<file path="src/rtl/core/dswt_pkg.sv">
`timescale 1ns / 1ps
// ----------------------------------------------------------------------------
// dswt_pkg: shared definitions for the distinct source window tracker
// Table geometry, field widths, register indexes and the control and status
// structs between the controller and the datapath.
// ----------------------------------------------------------------------------
package dswt_pkg;

    localparam int ENTRIES        = 3;
    localparam int ADDR_BITS      = 16;
    localparam int TIME_BITS      = 32;
    localparam int IDX_BITS       = (ENTRIES > 1) ? $clog2(ENTRIES) : 1;
    localparam int COUNT_BITS     = 5;
    localparam int THRESH_BITS    = 5;
    localparam int CFG_INDEX_BITS = 1;
    localparam int CFG_DATA_BITS  = 32;

    localparam logic [TIME_BITS-1:0]   WINDOW_RESET = TIME_BITS'(3840);
    localparam logic [THRESH_BITS-1:0] THRESH_RESET = THRESH_BITS'(3);

    typedef enum logic [CFG_INDEX_BITS-1:0] {
        REG_WINDOW_TICKS    = 1'b0,
        REG_ALARM_THRESHOLD = 1'b1
    } cfg_reg_t;

    typedef enum logic [1:0] {
        S_IDLE,
        S_UPDATE,
        S_COUNT
    } ctrl_state_t;

    typedef struct packed {
        logic load_item;
        logic update;
        logic load_result;
    } dp_cmd_t;

    typedef struct packed {
        logic in_null;
    } dp_status_t;

endpackage

</file>
<file path="src/rtl/core/dswt_ctrl.sv">
`timescale 1ns / 1ps
// ----------------------------------------------------------------------------
// dswt_ctrl: sequencing controller
// Accepts one word at a time, steps the datapath through table update and
// count, and owns the valid flag of the result register.
// ----------------------------------------------------------------------------
module dswt_ctrl
    import dswt_pkg::*;
(
    input  logic       clk,
    input  logic       rst_n,
    input  logic       in_valid,
    output logic       in_ready,
    output logic       out_valid,
    input  logic       out_ready,
    input  dp_status_t status,
    output dp_cmd_t    cmd
);

    ctrl_state_t state_reg, state_next;
    logic        out_valid_reg, out_valid_next;

    always_ff @(posedge clk or negedge rst_n)
    begin
        if (!rst_n)
        begin
            state_reg     <= S_IDLE;
            out_valid_reg <= 1'b0;
        end
        else
        begin
            state_reg     <= state_next;
            out_valid_reg <= out_valid_next;
        end
    end

    always_comb
    begin
        state_next      = state_reg;
        cmd             = '0;
        in_ready        = 1'b0;
        unique case (state_reg)
            S_IDLE:
            begin
                in_ready = 1'b1;
                if (in_valid)
                begin
                    cmd.load_item = 1'b1;
                    // A null address leaves the table alone.
                    state_next = status.in_null ? S_COUNT : S_UPDATE;
                end
            end
            S_UPDATE:
            begin
                cmd.update = 1'b1;
                state_next = S_COUNT;
            end
            S_COUNT:
            begin
                if (!out_valid_reg || out_ready)
                begin
                    cmd.load_result = 1'b1;
                    state_next      = S_IDLE;
                end
            end
            default:
            begin
                state_next = S_IDLE;
            end
        endcase

        if (cmd.load_result)
            out_valid_next = 1'b1;
        else if (out_ready)
            out_valid_next = 1'b0;
        else
            out_valid_next = out_valid_reg;
    end

    assign out_valid = out_valid_reg;

endmodule

</file>
<file path="src/rtl/core/dswt_datapath.sv">
`timescale 1ns / 1ps
// ----------------------------------------------------------------------------
// dswt_datapath: source table, configuration and result registers
// Holds the address and time table, matches and replaces entries, and
// counts the active entries for the result word.
// ----------------------------------------------------------------------------
module dswt_datapath
    import dswt_pkg::*;
(
    input  logic                      clk,
    input  logic                      rst_n,
    input  logic                      cfg_write,
    input  logic [CFG_INDEX_BITS-1:0] cfg_index,
    input  logic [CFG_DATA_BITS-1:0]  cfg_data,
    input  logic [ADDR_BITS-1:0]      source_address,
    input  logic [TIME_BITS-1:0]      current_time,
    input  dp_cmd_t                   cmd,
    output dp_status_t                status,
    output logic [COUNT_BITS-1:0]     active_count,
    output logic                      alarm
);

    logic [TIME_BITS-1:0]   window_reg;
    logic [THRESH_BITS-1:0] thresh_reg;

    logic [ADDR_BITS-1:0]   addr_reg;
    logic [TIME_BITS-1:0]   time_reg;

    logic [ADDR_BITS-1:0]   entry_addr_reg [ENTRIES];
    logic [TIME_BITS-1:0]   entry_time_reg [ENTRIES];

    logic [COUNT_BITS-1:0]  count_reg;
    logic                   alarm_reg;

    logic                   found;
    logic [IDX_BITS-1:0]    match_idx;
    logic [IDX_BITS-1:0]    victim_idx;
    logic [IDX_BITS-1:0]    write_idx;
    logic [COUNT_BITS-1:0]  count_next;
    logic                   alarm_next;
    logic [TIME_BITS-1:0]   age;

    assign status.in_null = (source_address == '0);

    always_ff @(posedge clk or negedge rst_n)
    begin
        if (!rst_n)
        begin
            window_reg <= WINDOW_RESET;
            thresh_reg <= THRESH_RESET;
        end
        else if (cfg_write)
        begin
            unique case (cfg_index)
                REG_WINDOW_TICKS:    window_reg <= cfg_data[TIME_BITS-1:0];
                REG_ALARM_THRESHOLD: thresh_reg <= cfg_data[THRESH_BITS-1:0];
                default:             ;
            endcase
        end
    end

    always_ff @(posedge clk)
    begin
        if (cmd.load_item)
        begin
            addr_reg <= source_address;
            time_reg <= current_time;
        end
        if (cmd.load_result)
        begin
            count_reg <= count_next;
            alarm_reg <= alarm_next;
        end
    end

    // Match and oldest-entry search; the lowest index wins a tie.
    always_comb
    begin
        found      = 1'b0;
        match_idx  = '0;
        victim_idx = '0;
        for (int k = 0; k < ENTRIES; k++)
        begin
            if (!found && entry_addr_reg[k] == addr_reg)
            begin
                found     = 1'b1;
                match_idx = IDX_BITS'(k);
            end
            if (entry_time_reg[k] < entry_time_reg[victim_idx])
                victim_idx = IDX_BITS'(k);
        end
        write_idx = found ? match_idx : victim_idx;
    end

    always_ff @(posedge clk or negedge rst_n)
    begin
        if (!rst_n)
        begin
            for (int k = 0; k < ENTRIES; k++)
            begin
                entry_addr_reg[k] <= '0;
                entry_time_reg[k] <= '0;
            end
        end
        else if (cmd.update)
        begin
            for (int k = 0; k < ENTRIES; k++)
            begin
                if (write_idx == IDX_BITS'(k))
                begin
                    entry_time_reg[k] <= time_reg;
                    entry_addr_reg[k] <= addr_reg;
                end
            end
        end
    end

    always_comb
    begin
        count_next = '0;
        age        = '0;
        for (int k = 0; k < ENTRIES; k++)
        begin
            age = time_reg - entry_time_reg[k];
            if (entry_addr_reg[k] != '0 && age < window_reg)
                count_next = count_next + COUNT_BITS'(1);
        end
        alarm_next = (count_next >= thresh_reg);
    end

    assign active_count = count_reg;
    assign alarm        = alarm_reg;

endmodule

</file>
<file path="src/rtl/core/distinct_source_window_tracker.sv">
`timescale 1ns / 1ps
// ----------------------------------------------------------------------------
// distinct_source_window_tracker: active source counter over a time window
// Tracks recently seen source addresses and reports how many are active.
// ----------------------------------------------------------------------------
// Usage:
//   The input channel (in_valid/in_ready) carries one word per event: a
//   source address and the current tick count. Address zero only asks for
//   the count. The output channel (out_valid/out_ready) returns one word
//   per input word with active_count and alarm.
//   A word with a nonzero address passes through accept, table update and
//   count. A null word skips the update. The result is registered in the
//   count step, and a new word is accepted only once the controller has
//   left that step and is idle again.
//   in_ready is high only while the controller is idle.
//   The result sits in an output register; a stalled receiver holds it and
//   the next word may still be accepted and updated, waiting only in the
//   count step until the register is free.
//   Reset clears the table to null addresses and time zero, sets
//   window_ticks to 3840 and alarm_threshold to 3.
//   Configuration writes (cfg_write, cfg_index, cfg_data) take effect at
//   the clock edge and are to be issued while the block is idle.
// ----------------------------------------------------------------------------
module distinct_source_window_tracker
    import dswt_pkg::*;
(
    input  logic                      clk,
    input  logic                      rst_n,
    input  logic                      cfg_write,
    input  logic [CFG_INDEX_BITS-1:0] cfg_index,
    input  logic [CFG_DATA_BITS-1:0]  cfg_data,
    input  logic                      in_valid,
    output logic                      in_ready,
    input  logic [ADDR_BITS-1:0]      source_address,
    input  logic [TIME_BITS-1:0]      current_time,
    output logic                      out_valid,
    input  logic                      out_ready,
    output logic [COUNT_BITS-1:0]     active_count,
    output logic                      alarm
);

    dp_cmd_t    cmd;
    dp_status_t status;

    dswt_ctrl u_ctrl (
        .clk       (clk),
        .rst_n     (rst_n),
        .in_valid  (in_valid),
        .in_ready  (in_ready),
        .out_valid (out_valid),
        .out_ready (out_ready),
        .status    (status),
        .cmd       (cmd)
    );

    dswt_datapath u_datapath (
        .clk            (clk),
        .rst_n          (rst_n),
        .cfg_write      (cfg_write),
        .cfg_index      (cfg_index),
        .cfg_data       (cfg_data),
        .source_address (source_address),
        .current_time   (current_time),
        .cmd            (cmd),
        .status         (status),
        .active_count   (active_count),
        .alarm          (alarm)
    );

endmodule

</file>
<file path="config.mk">
export PLATFORM = sky130hd
export DESIGN_NAME = distinct_source_window_tracker
export DESIGN_NICKNAME = d
export VERILOG_FILES = /design/src/rtl/core/dswt_pkg.sv /design/src/rtl/core/dswt_ctrl.sv /design/src/rtl/core/dswt_datapath.sv /design/src/rtl/core/distinct_source_window_tracker.sv
export SDC_FILE = /design/constraint.sdc
export NUM_CORES = 1
export LEC_CHECK = 0
export BUFFER_PORTS_ARGS = -buffer_cell sky130_fd_sc_hd__buf_2
export CAP_MARGIN = 20
export CORE_UTILIZATION = 45
export DETAILED_ROUTE_END_ITERATION = 10
export PLACE_DENSITY = 0.69
export SYNTH_ARGS = -nofsm -noshare
export SYNTH_HDL_FRONTEND = slang
export SYNTH_HIERARCHICAL = 1
export SYNTH_SLANG_ARGS = --single-unit
</file>
<file path="constraint.sdc">
create_clock -name clk -period 11 [get_ports clk]
set_clock_uncertainty 0.15 [all_clocks]
set_input_delay 1.1 -clock clk [delete_from_list [all_inputs] [get_ports clk]]
set_output_delay 1.1 -clock clk [all_outputs]
set_load 0.02 [all_outputs]
</file>
==> flow_metrics.py, run 1 <==
metrics = {
    "route": {
        "dr.pass1.iters": 5,
        "drt_iter0_markers": 963,
        "route.detailed.drc": 0,
        "totalWireLength_um": 46600,
        "avgRoutedWirePerCell_um": 19.1,
        "via_per_inst": 5.75,
        "ant_nets": 0,
        "vias": 14065,
    },
    "timing": {
        "setup_viol": 0,
        "rsz0062_at_grt": "false",
        "period_needed_ps": 7070,
        "hold_viol_final": 0,
        "worst_slew_pin_slew_ps": 1010,
        "setup_slack_ps": 3930,
        "finalSetupTns_ps": 0,
        "slew_headroom_pct": 30.7,
        "maxSlewViolCount": 0,
        "fmax_mhz": 141,
        "finalCritPeriodShare_pct": 64.3,
    },
    "global_route": {
        "gr-total-overflow": 0,
        "grt_pass1_vias": 13984,
        "antenna_found_initial": 1,
        "grt_pass1_wl_um": 74300,
        "track_usage_pct": 22.9,
        "grt_max_degree": 113,
    },
    "place": {
        "place_worst_setup_slack_ps": 4020,
        "io_buffers": 91,
        "place_congestion": 0.966,
        "hpwl_um": 36600,
    },
    "clock_network": {
        "clk_pin_slew_worst_paths_ps": 60,
        "cts_root_buf": "clkbuf_16",
        "tritoncts": "done",
        "cts_sinks": 236,
        "ctsHoldBuffers": 0,
        "clk-insertion-delay-late_ps": 570,
        "htree_levels": 1,
        "cts_buffers": 29,
        "clk_path_buf_depth": 3,
        "post_cts_buffers": 0,
        "post_cts_resize_count": 0,
    },
    "yosys": {
        "muxShareOfSynthArea_pct": 9.79,
        "synth.top_cell.area_share_pct": 24.7,
        "synth_top_family_by_area": "adder cells",
        "synth_area_leaders": "dfrtp_1 (25%), ha_1 (18%), edfxtp_1 (8.7%), mux2_2 (8.3%), a21oi_1 (3.6%)",
        "avgSynthCellArea_um2": 9.88,
        "syn_area_um2": 18000,
        "synth_cells": 1821,
        "synth-compound-area-share_pct": 15.7,
        "synthAdderAreaFrac_pct": 17.9,
        "synth_flop_cell": "dfrtp_1",
        "synth.most_common_cell": "ha_1",
        "yosysWarnings": 6,
        "synthXorXnorAreaFrac_pct": 6.18,
        "yosysTopAreaCell": "dfrtp_1",
        "ys_types": 76,
        "ys_ff_latch": 236,
        "yosys.area_share.simple_pct": 11.5,
        "post_synth_most_frequent_cells": "ha_1 (253), dfrtp_1 (178), inv_1 (149), mux2_2 (132), a21oi_1 (130)",
        "synth-edff-count": 52,
        "ys_seq_area_share_pct": 34.3,
        "synthArstFlopShare_pct": 78.0,
    },
    "floorplanning": {
        "start_util_pct": 46.1,
        "die_h_um": 202,
        "ios": 94,
        "std_cell_rows": 72,
        "core-area_um2": 39000,
        "die-area_um2": 40800,
        "die_w_um": 202,
    },
    "cells_and_area": {
        "synthToLayoutAreaGrowth_pct": 10.4,
        "fin_nets": 2245,
        "num-fill-cells": 3560,
        "largest_register_ffs": 96,
        "drive_gt1_share_pct": 15.8,
    },
    "worst_setup_path": {
        "worstSetupStartpointType": "flop",
        "arrival_ps": 7230,
        "path_max_fanout": 5,
        "required_ps": 11150,
        "criticalPathCategory": "flop to flop",
        "endpoint_kind": "flop",
    },
    "status": {
        "status": "finished clean",
    },
    "run": {
        "maxCapViolations": 0,
    },
    "min_path": {
        "hold_path.class": "flop to flop",
    },
}
[worst max-delay path, cell delays in order, from the launching register on]
cell       delay (ps)
edfxtp_1          420
inv_1             140
ha_1              180
inv_1              50
fa_1              400
a21o_1            190
a211o_1           320
a2111oi_2         470
o31ai_1           230
o211ai_1          310
nand2b_1          130
a21oi_1           190
xnor2_1            90
ha_1              310
nand4_1            90
nor2_1            120
o21ai_0           140
a2111oi_0         820
a211oi_1          180
o311ai_0          380
ha_1              340
nand2_1            80
inv_1              50
a221oi_1          320
and2_1            180
ha_1              220
a31oi_1           180
a211oi_1          100
[stage by stage]
| step | cells | hold WS [ps] | utilization (%) | instance area (um^2) |
|---|---|---|---|---|
| floorplan | 1822 | 329 | - | 18000 |
| detailed placement | 2390 | 356 | 48.6 | 19000 |
| finish | 2445 | 372 | 50.9 | 19900 |
| global placement | 2390 | 352 | 48.6 | 19000 |
| CTS | 2444 | 373 | 50.9 | 19900 |
| global route | 2444 | 389 | 50.9 | 19900 |
[worst paths after layout]
kind,start,endpoint,slack (ps),cells past startpoint
setup / recovery,u_datapath/time_reg[0],u_datapath/alarm,3930,27
hold / removal,u_datapath/entry_time_reg[93],u_datapath/entry_time_reg[93],370,1
setup reg to reg,u_datapath/time_reg[0],u_datapath/alarm,3930,27
hold reg to reg,u_datapath/entry_time_reg[93],u_datapath/entry_time_reg[93],370,1
max in group asynchronous,rst_n,u_datapath/window_reg[20],8630,2
min in group asynchronous,rst_n,u_ctrl/out_valid,520,1
[logic make-up (layout without fill, tap and decap cells)]
group / count (synthesis) / after routing
DFF: 236 / 236
and+or+nand+nor: 405 / 405
xor gates and xnor gates: 127 / 127
other: 1 / 3
AOI/OAI and AO/OA: 440 / 440
adders and majority gates: 256 / 256
buffers and inverters: 199 / 303
muxes: 157 / 157
[cell usage in the layout (no fill, tap or decap), types with 7 or more instances in the layout]
cell       instances
inv_1            149
buf_2             90
o21bai_1          11
clkinv_2           8
a21oi_1          130
or3_1              9
and3_1            15
nor3_1            28
clkbuf_16         29
nand4_1           39
xor2_1            56
a211oi_1          10
nor2_1            99
nand3_1           22
a221oi_1           7
mux2_1            20
o211ai_1          12
nor2b_1           20
o21a_1            31
buf_4              9
xnor2_1           71
edfxtp_1          52
ha_1             253
a21o_1            78
nand2b_1          23
nor4_1            27
o21ai_0           88
a31oi_1           15
and4_1             9
dfrtp_1          178
nand2_1           85
and2_1             8
mux2_2           132
[final cells by class]
| class | instances | area (um^2) | area share, % |
|---|---|---|---|
| Tap cell | 518 | 648 | 3.26 |
| Timing Repair Buffer | 100 | 532 | 2.68 |
| Inverter | 149 | 559 | 2.82 |
| Clock buffer | 40 | 817 | 4.11 |
| Antenna cell | 1 | 2.50 | 0.0126 |
| Clock inverter | 14 | 96.3 | 0.485 |
| Sequential cell | 236 | 6170 | 31.1 |
| Multi-Input combinational cell | 1387 | 11000 | 55.6 |
[routing by layer]
| metal | vias up | track usage [%] | wire length [um] |
|---|---|---|---|
| met5 | - | 0 | 0 |
| met4 | 0 | 6.85 | 1260 |
| met3 | 75 | 3.35 | 2420 |
| met2 | 355 | 37.6 | 21400 |
| met1 | 6837 | 31.2 | 21500 |
| li1 | 6798 | - | - |
Power of run 1 is not shown: default switching activity piles up to over one toggle a cycle in this logic, so the estimate is an artifact.
==> inputs of run 2 (changes only) <==
--- a/config.mk
+++ b/config.mk
@@ -5,6 +5,7 @@
 export SDC_FILE = /design/constraint.sdc
 export NUM_CORES = 1
 export LEC_CHECK = 0
+export ABC_AREA = 1
 export BUFFER_PORTS_ARGS = -buffer_cell sky130_fd_sc_hd__buf_2
 export CAP_MARGIN = 20
 export CORE_UTILIZATION = 45
==> constraint.sdc (replaced) <==
create_clock -name clk -period 7.3 [get_ports clk]
set_clock_uncertainty 0.15 [all_clocks]
set_input_delay 0.73 -clock clk [delete_from_list [all_inputs] [get_ports clk]]
set_output_delay 0.73 -clock clk [all_outputs]
set_load 0.02 [all_outputs]
==> flow_metrics.py, run 2 <==
metrics = {
    "route": {
        "totalWireLength_um": 50300,
        "avgRoutedWirePerCell_um": 17.7,
        "route.detailed.drc": 0,
        "dr.pass1.iters": 5,
        "drt_iter0_markers": 1068,
        "via_per_inst": 5.47,
        "ant_nets": 0,
        "vias": 15581,
    },
    "clock_network": {
        "cts_sinks": 236,
        "cts_root_buf": "clkbuf_16",
        "cts_buffers": 28,
        "clk-insertion-delay-late_ps": 580,
        "clk_path_buf_depth": 3,
        "post_cts_buffers": 0,
        "clk_pin_slew_worst_paths_ps": 60,
        "ctsHoldBuffers": 1,
        "tritoncts": "done",
        "htree_levels": 1,
        "post_cts_resize_count": 0,
    },
    "yosys": {
        "synth_top_family_by_area": "simple AND/OR/NAND/NOR gates",
        "synth.most_common_cell": "nand2_1",
        "synthAdderAreaFrac_pct": 17.9,
        "synth_area_leaders": "dfrtp_1 (25%), ha_1 (18%), nand2_1 (11%), edfxtp_1 (8.7%), a21oi_1 (5.3%)",
        "ys_ff_latch": 236,
        "synth_flop_cell": "dfrtp_1",
        "yosys.area_share.simple_pct": 20.0,
        "syn_area_um2": 18000,
        "yosysWarnings": 6,
        "ys_types": 55,
        "synth-edff-count": 52,
        "synth_cells": 2240,
        "muxShareOfSynthArea_pct": 0,
        "synth.top_cell.area_share_pct": 24.7,
        "synth-compound-area-share_pct": 14.4,
        "avgSynthCellArea_um2": 8.05,
        "synthXorXnorAreaFrac_pct": 6.22,
        "post_synth_most_frequent_cells": "nand2_1 (548), ha_1 (253), inv_1 (243), a21oi_1 (191), dfrtp_1 (178)",
        "synthArstFlopShare_pct": 78.0,
        "ys_seq_area_share_pct": 34.2,
        "yosysTopAreaCell": "dfrtp_1",
    },
    "timing": {
        "finalSetupTns_ps": 0,
        "setup_viol": 0,
        "maxSlewViolCount": 0,
        "fmax_mhz": 160,
        "period_needed_ps": 6260,
        "finalCritPeriodShare_pct": 85.8,
        "rsz0062_at_grt": "false",
        "slew_headroom_pct": 34.9,
        "hold_viol_final": 0,
        "worst_slew_pin_slew_ps": 976,
    },
    "floorplanning": {
        "die_w_um": 202,
        "ios": 94,
        "std_cell_rows": 72,
        "die-area_um2": 40900,
        "die_h_um": 202,
        "start_util_pct": 46.1,
        "core-area_um2": 39100,
    },
    "power": {
        "vdd_drop_max_mv": 0.447,
        "p_leak_nw": 9.95,
        "power-per-cell-area_nw_per_um2": 515,
    },
    "cells_and_area": {
        "num-fill-cells": 3782,
        "fin_nets": 2649,
        "drive_gt1_share_pct": 7.69,
        "mostFrequentLayoutCell": "nand2_1",
        "n_antenna_cell": 0,
        "synthToLayoutAreaGrowth_pct": 9.97,
        "largest_register_ffs": 96,
        "design_area_um2": 19800,
        "stdcell_count": 2847,
        "layout_common_cells": "nand2_1 (546), ha_1 (253), inv_1 (242), a21oi_1 (191), dfrtp_1 (178)",
    },
    "worst_setup_path": {
        "crit_slowest_cell": "a2111oi_0",
        "required_ps": 7450,
        "criticalPathCategory": "flop to flop",
        "path_max_fanout": 5,
        "endpoint_kind": "flop",
        "crit_path_max_incr_delay_ps": 800,
        "arrival_ps": 6410,
        "worstSetupStartpointType": "flop",
        "critical_path.most_common_cell": "o21ai_1",
    },
    "status": {
        "status": "finished clean",
    },
    "run": {
        "maxCapViolations": 0,
    },
    "place": {
        "hpwl_um": 39200,
        "io_buffers": 91,
        "dpl.cell_count": 2794,
        "post_dp_cell_area_um2": 18900,
        "place_congestion": 0.905,
    },
    "global_route": {
        "gr-total-overflow": 0,
        "track_usage_pct": 24.6,
        "grt_pass1_wl_um": 80200,
        "grt_max_degree": 88,
        "antenna_found_initial": 1,
        "grt_pass1_vias": 15002,
    },
    "min_path": {
        "hold_path.class": "input port to flop",
    },
}
[run 2: changes by cell type in the layout (fill, tap and decap cells not counted), moves of 28 or more]
cell	previous run	this run
nand2_1	85	546
o21bai_1	11	51
a21o_1	78	10
inv_1	149	242
o21ai_1	4	32
nand3_1	22	123
a21oi_1	130	191
mux2_2	132	0
[run 2: kinds of logic (layout without fill, tap and decap cells)]
| logic type | count (synthesis) | count (layout) |
|---|---|---|
| AO/OA/AOI/OAI | 448 | 448 |
| XOR/XNOR | 128 | 128 |
| adder cells (fa/ha/maj) | 256 | 256 |
| buffers and inverters | 314 | 402 |
| flip-flops | 236 | 236 |
| other | 1 | 2 |
| AND/OR/NAND/NOR | 857 | 857 |
[run 2: power by group]
| group | switching (mW) | total, mW | internal (mW) |
|---|---|---|---|
| Clock | 0.582 | 1.39 | 0.807 |
| Combinational | 4.20 | 6.60 | 2.40 |
| Sequential | 0.407 | 2.22 | 1.82 |
[run 2: worst max-delay path, delay by kind of cell (launching register included)]
kind	cells	cell delay [ps]
AO/OA/AOI/OAI	15	3400
AND/OR/NAND/NOR	5	510
XOR/XNOR	1	150
buffers and inverters	3	280
flip-flops	1	390
adder cells (fa/ha/maj)	4	1120
[run 2: metal layers]
layer	track usage [%]	vias up	wire, um
met2	38.8	458	22500
met3	2.50	63	2570
li1	-	7701	-
met5	0	-	0
met1	36.1	7359	24100
met4	6.20	0	1170
[run 2: through the flow]
stage / utilization, % / worst slack (ps) / hold slack, ps / total power [mW]
after floorplan: - / 2180 / 284 / 7.16
after CTS: 50.7 / 921 / 148 / 10.2
after global placement: 48.2 / 1030 / 325 / 8.52
final: 50.7 / 1040 / 176 / 10.2
after global routing: 50.7 / 576 / 148 / 11.2
after detailed placement: 48.3 / 953 / 327 / 8.77
[run 2: path summary, 6_finish.rpt]
| kind | start | depth (start not counted) | slack (ps) | endpoint |
|---|---|---|---|---|
| setup / recovery | u_datapath/time_reg[0] | 28 | 1040 | u_datapath/alarm |
| hold / removal | current_time[24] | 1 | 180 | u_datapath/time_reg[24] |
| setup reg to reg | u_datapath/time_reg[0] | 28 | 1040 | u_datapath/alarm |
| hold reg to reg | u_datapath/thresh_reg[1] | 2 | 350 | u_datapath/thresh_reg[1] |
| max in group asynchronous | rst_n | 3 | 5170 | u_datapath/window_reg[23] |
| min in group asynchronous | rst_n | 2 | 550 | u_ctrl/state_reg[1] |
[run 2: layout make-up]
class,instances,area [um^2],share of cell area [%]
Multi-Input combinational cell,1691,10600,53.3
Sequential cell,236,6170,31.1
Inverter,246,923,4.66
Clock buffer,38,800,4.03
Tap cell,518,648,3.27
Timing Repair Buffer,104,582,2.93
Clock inverter,14,129,0.650
Note: power is estimated with default switching activity, not from simulation.
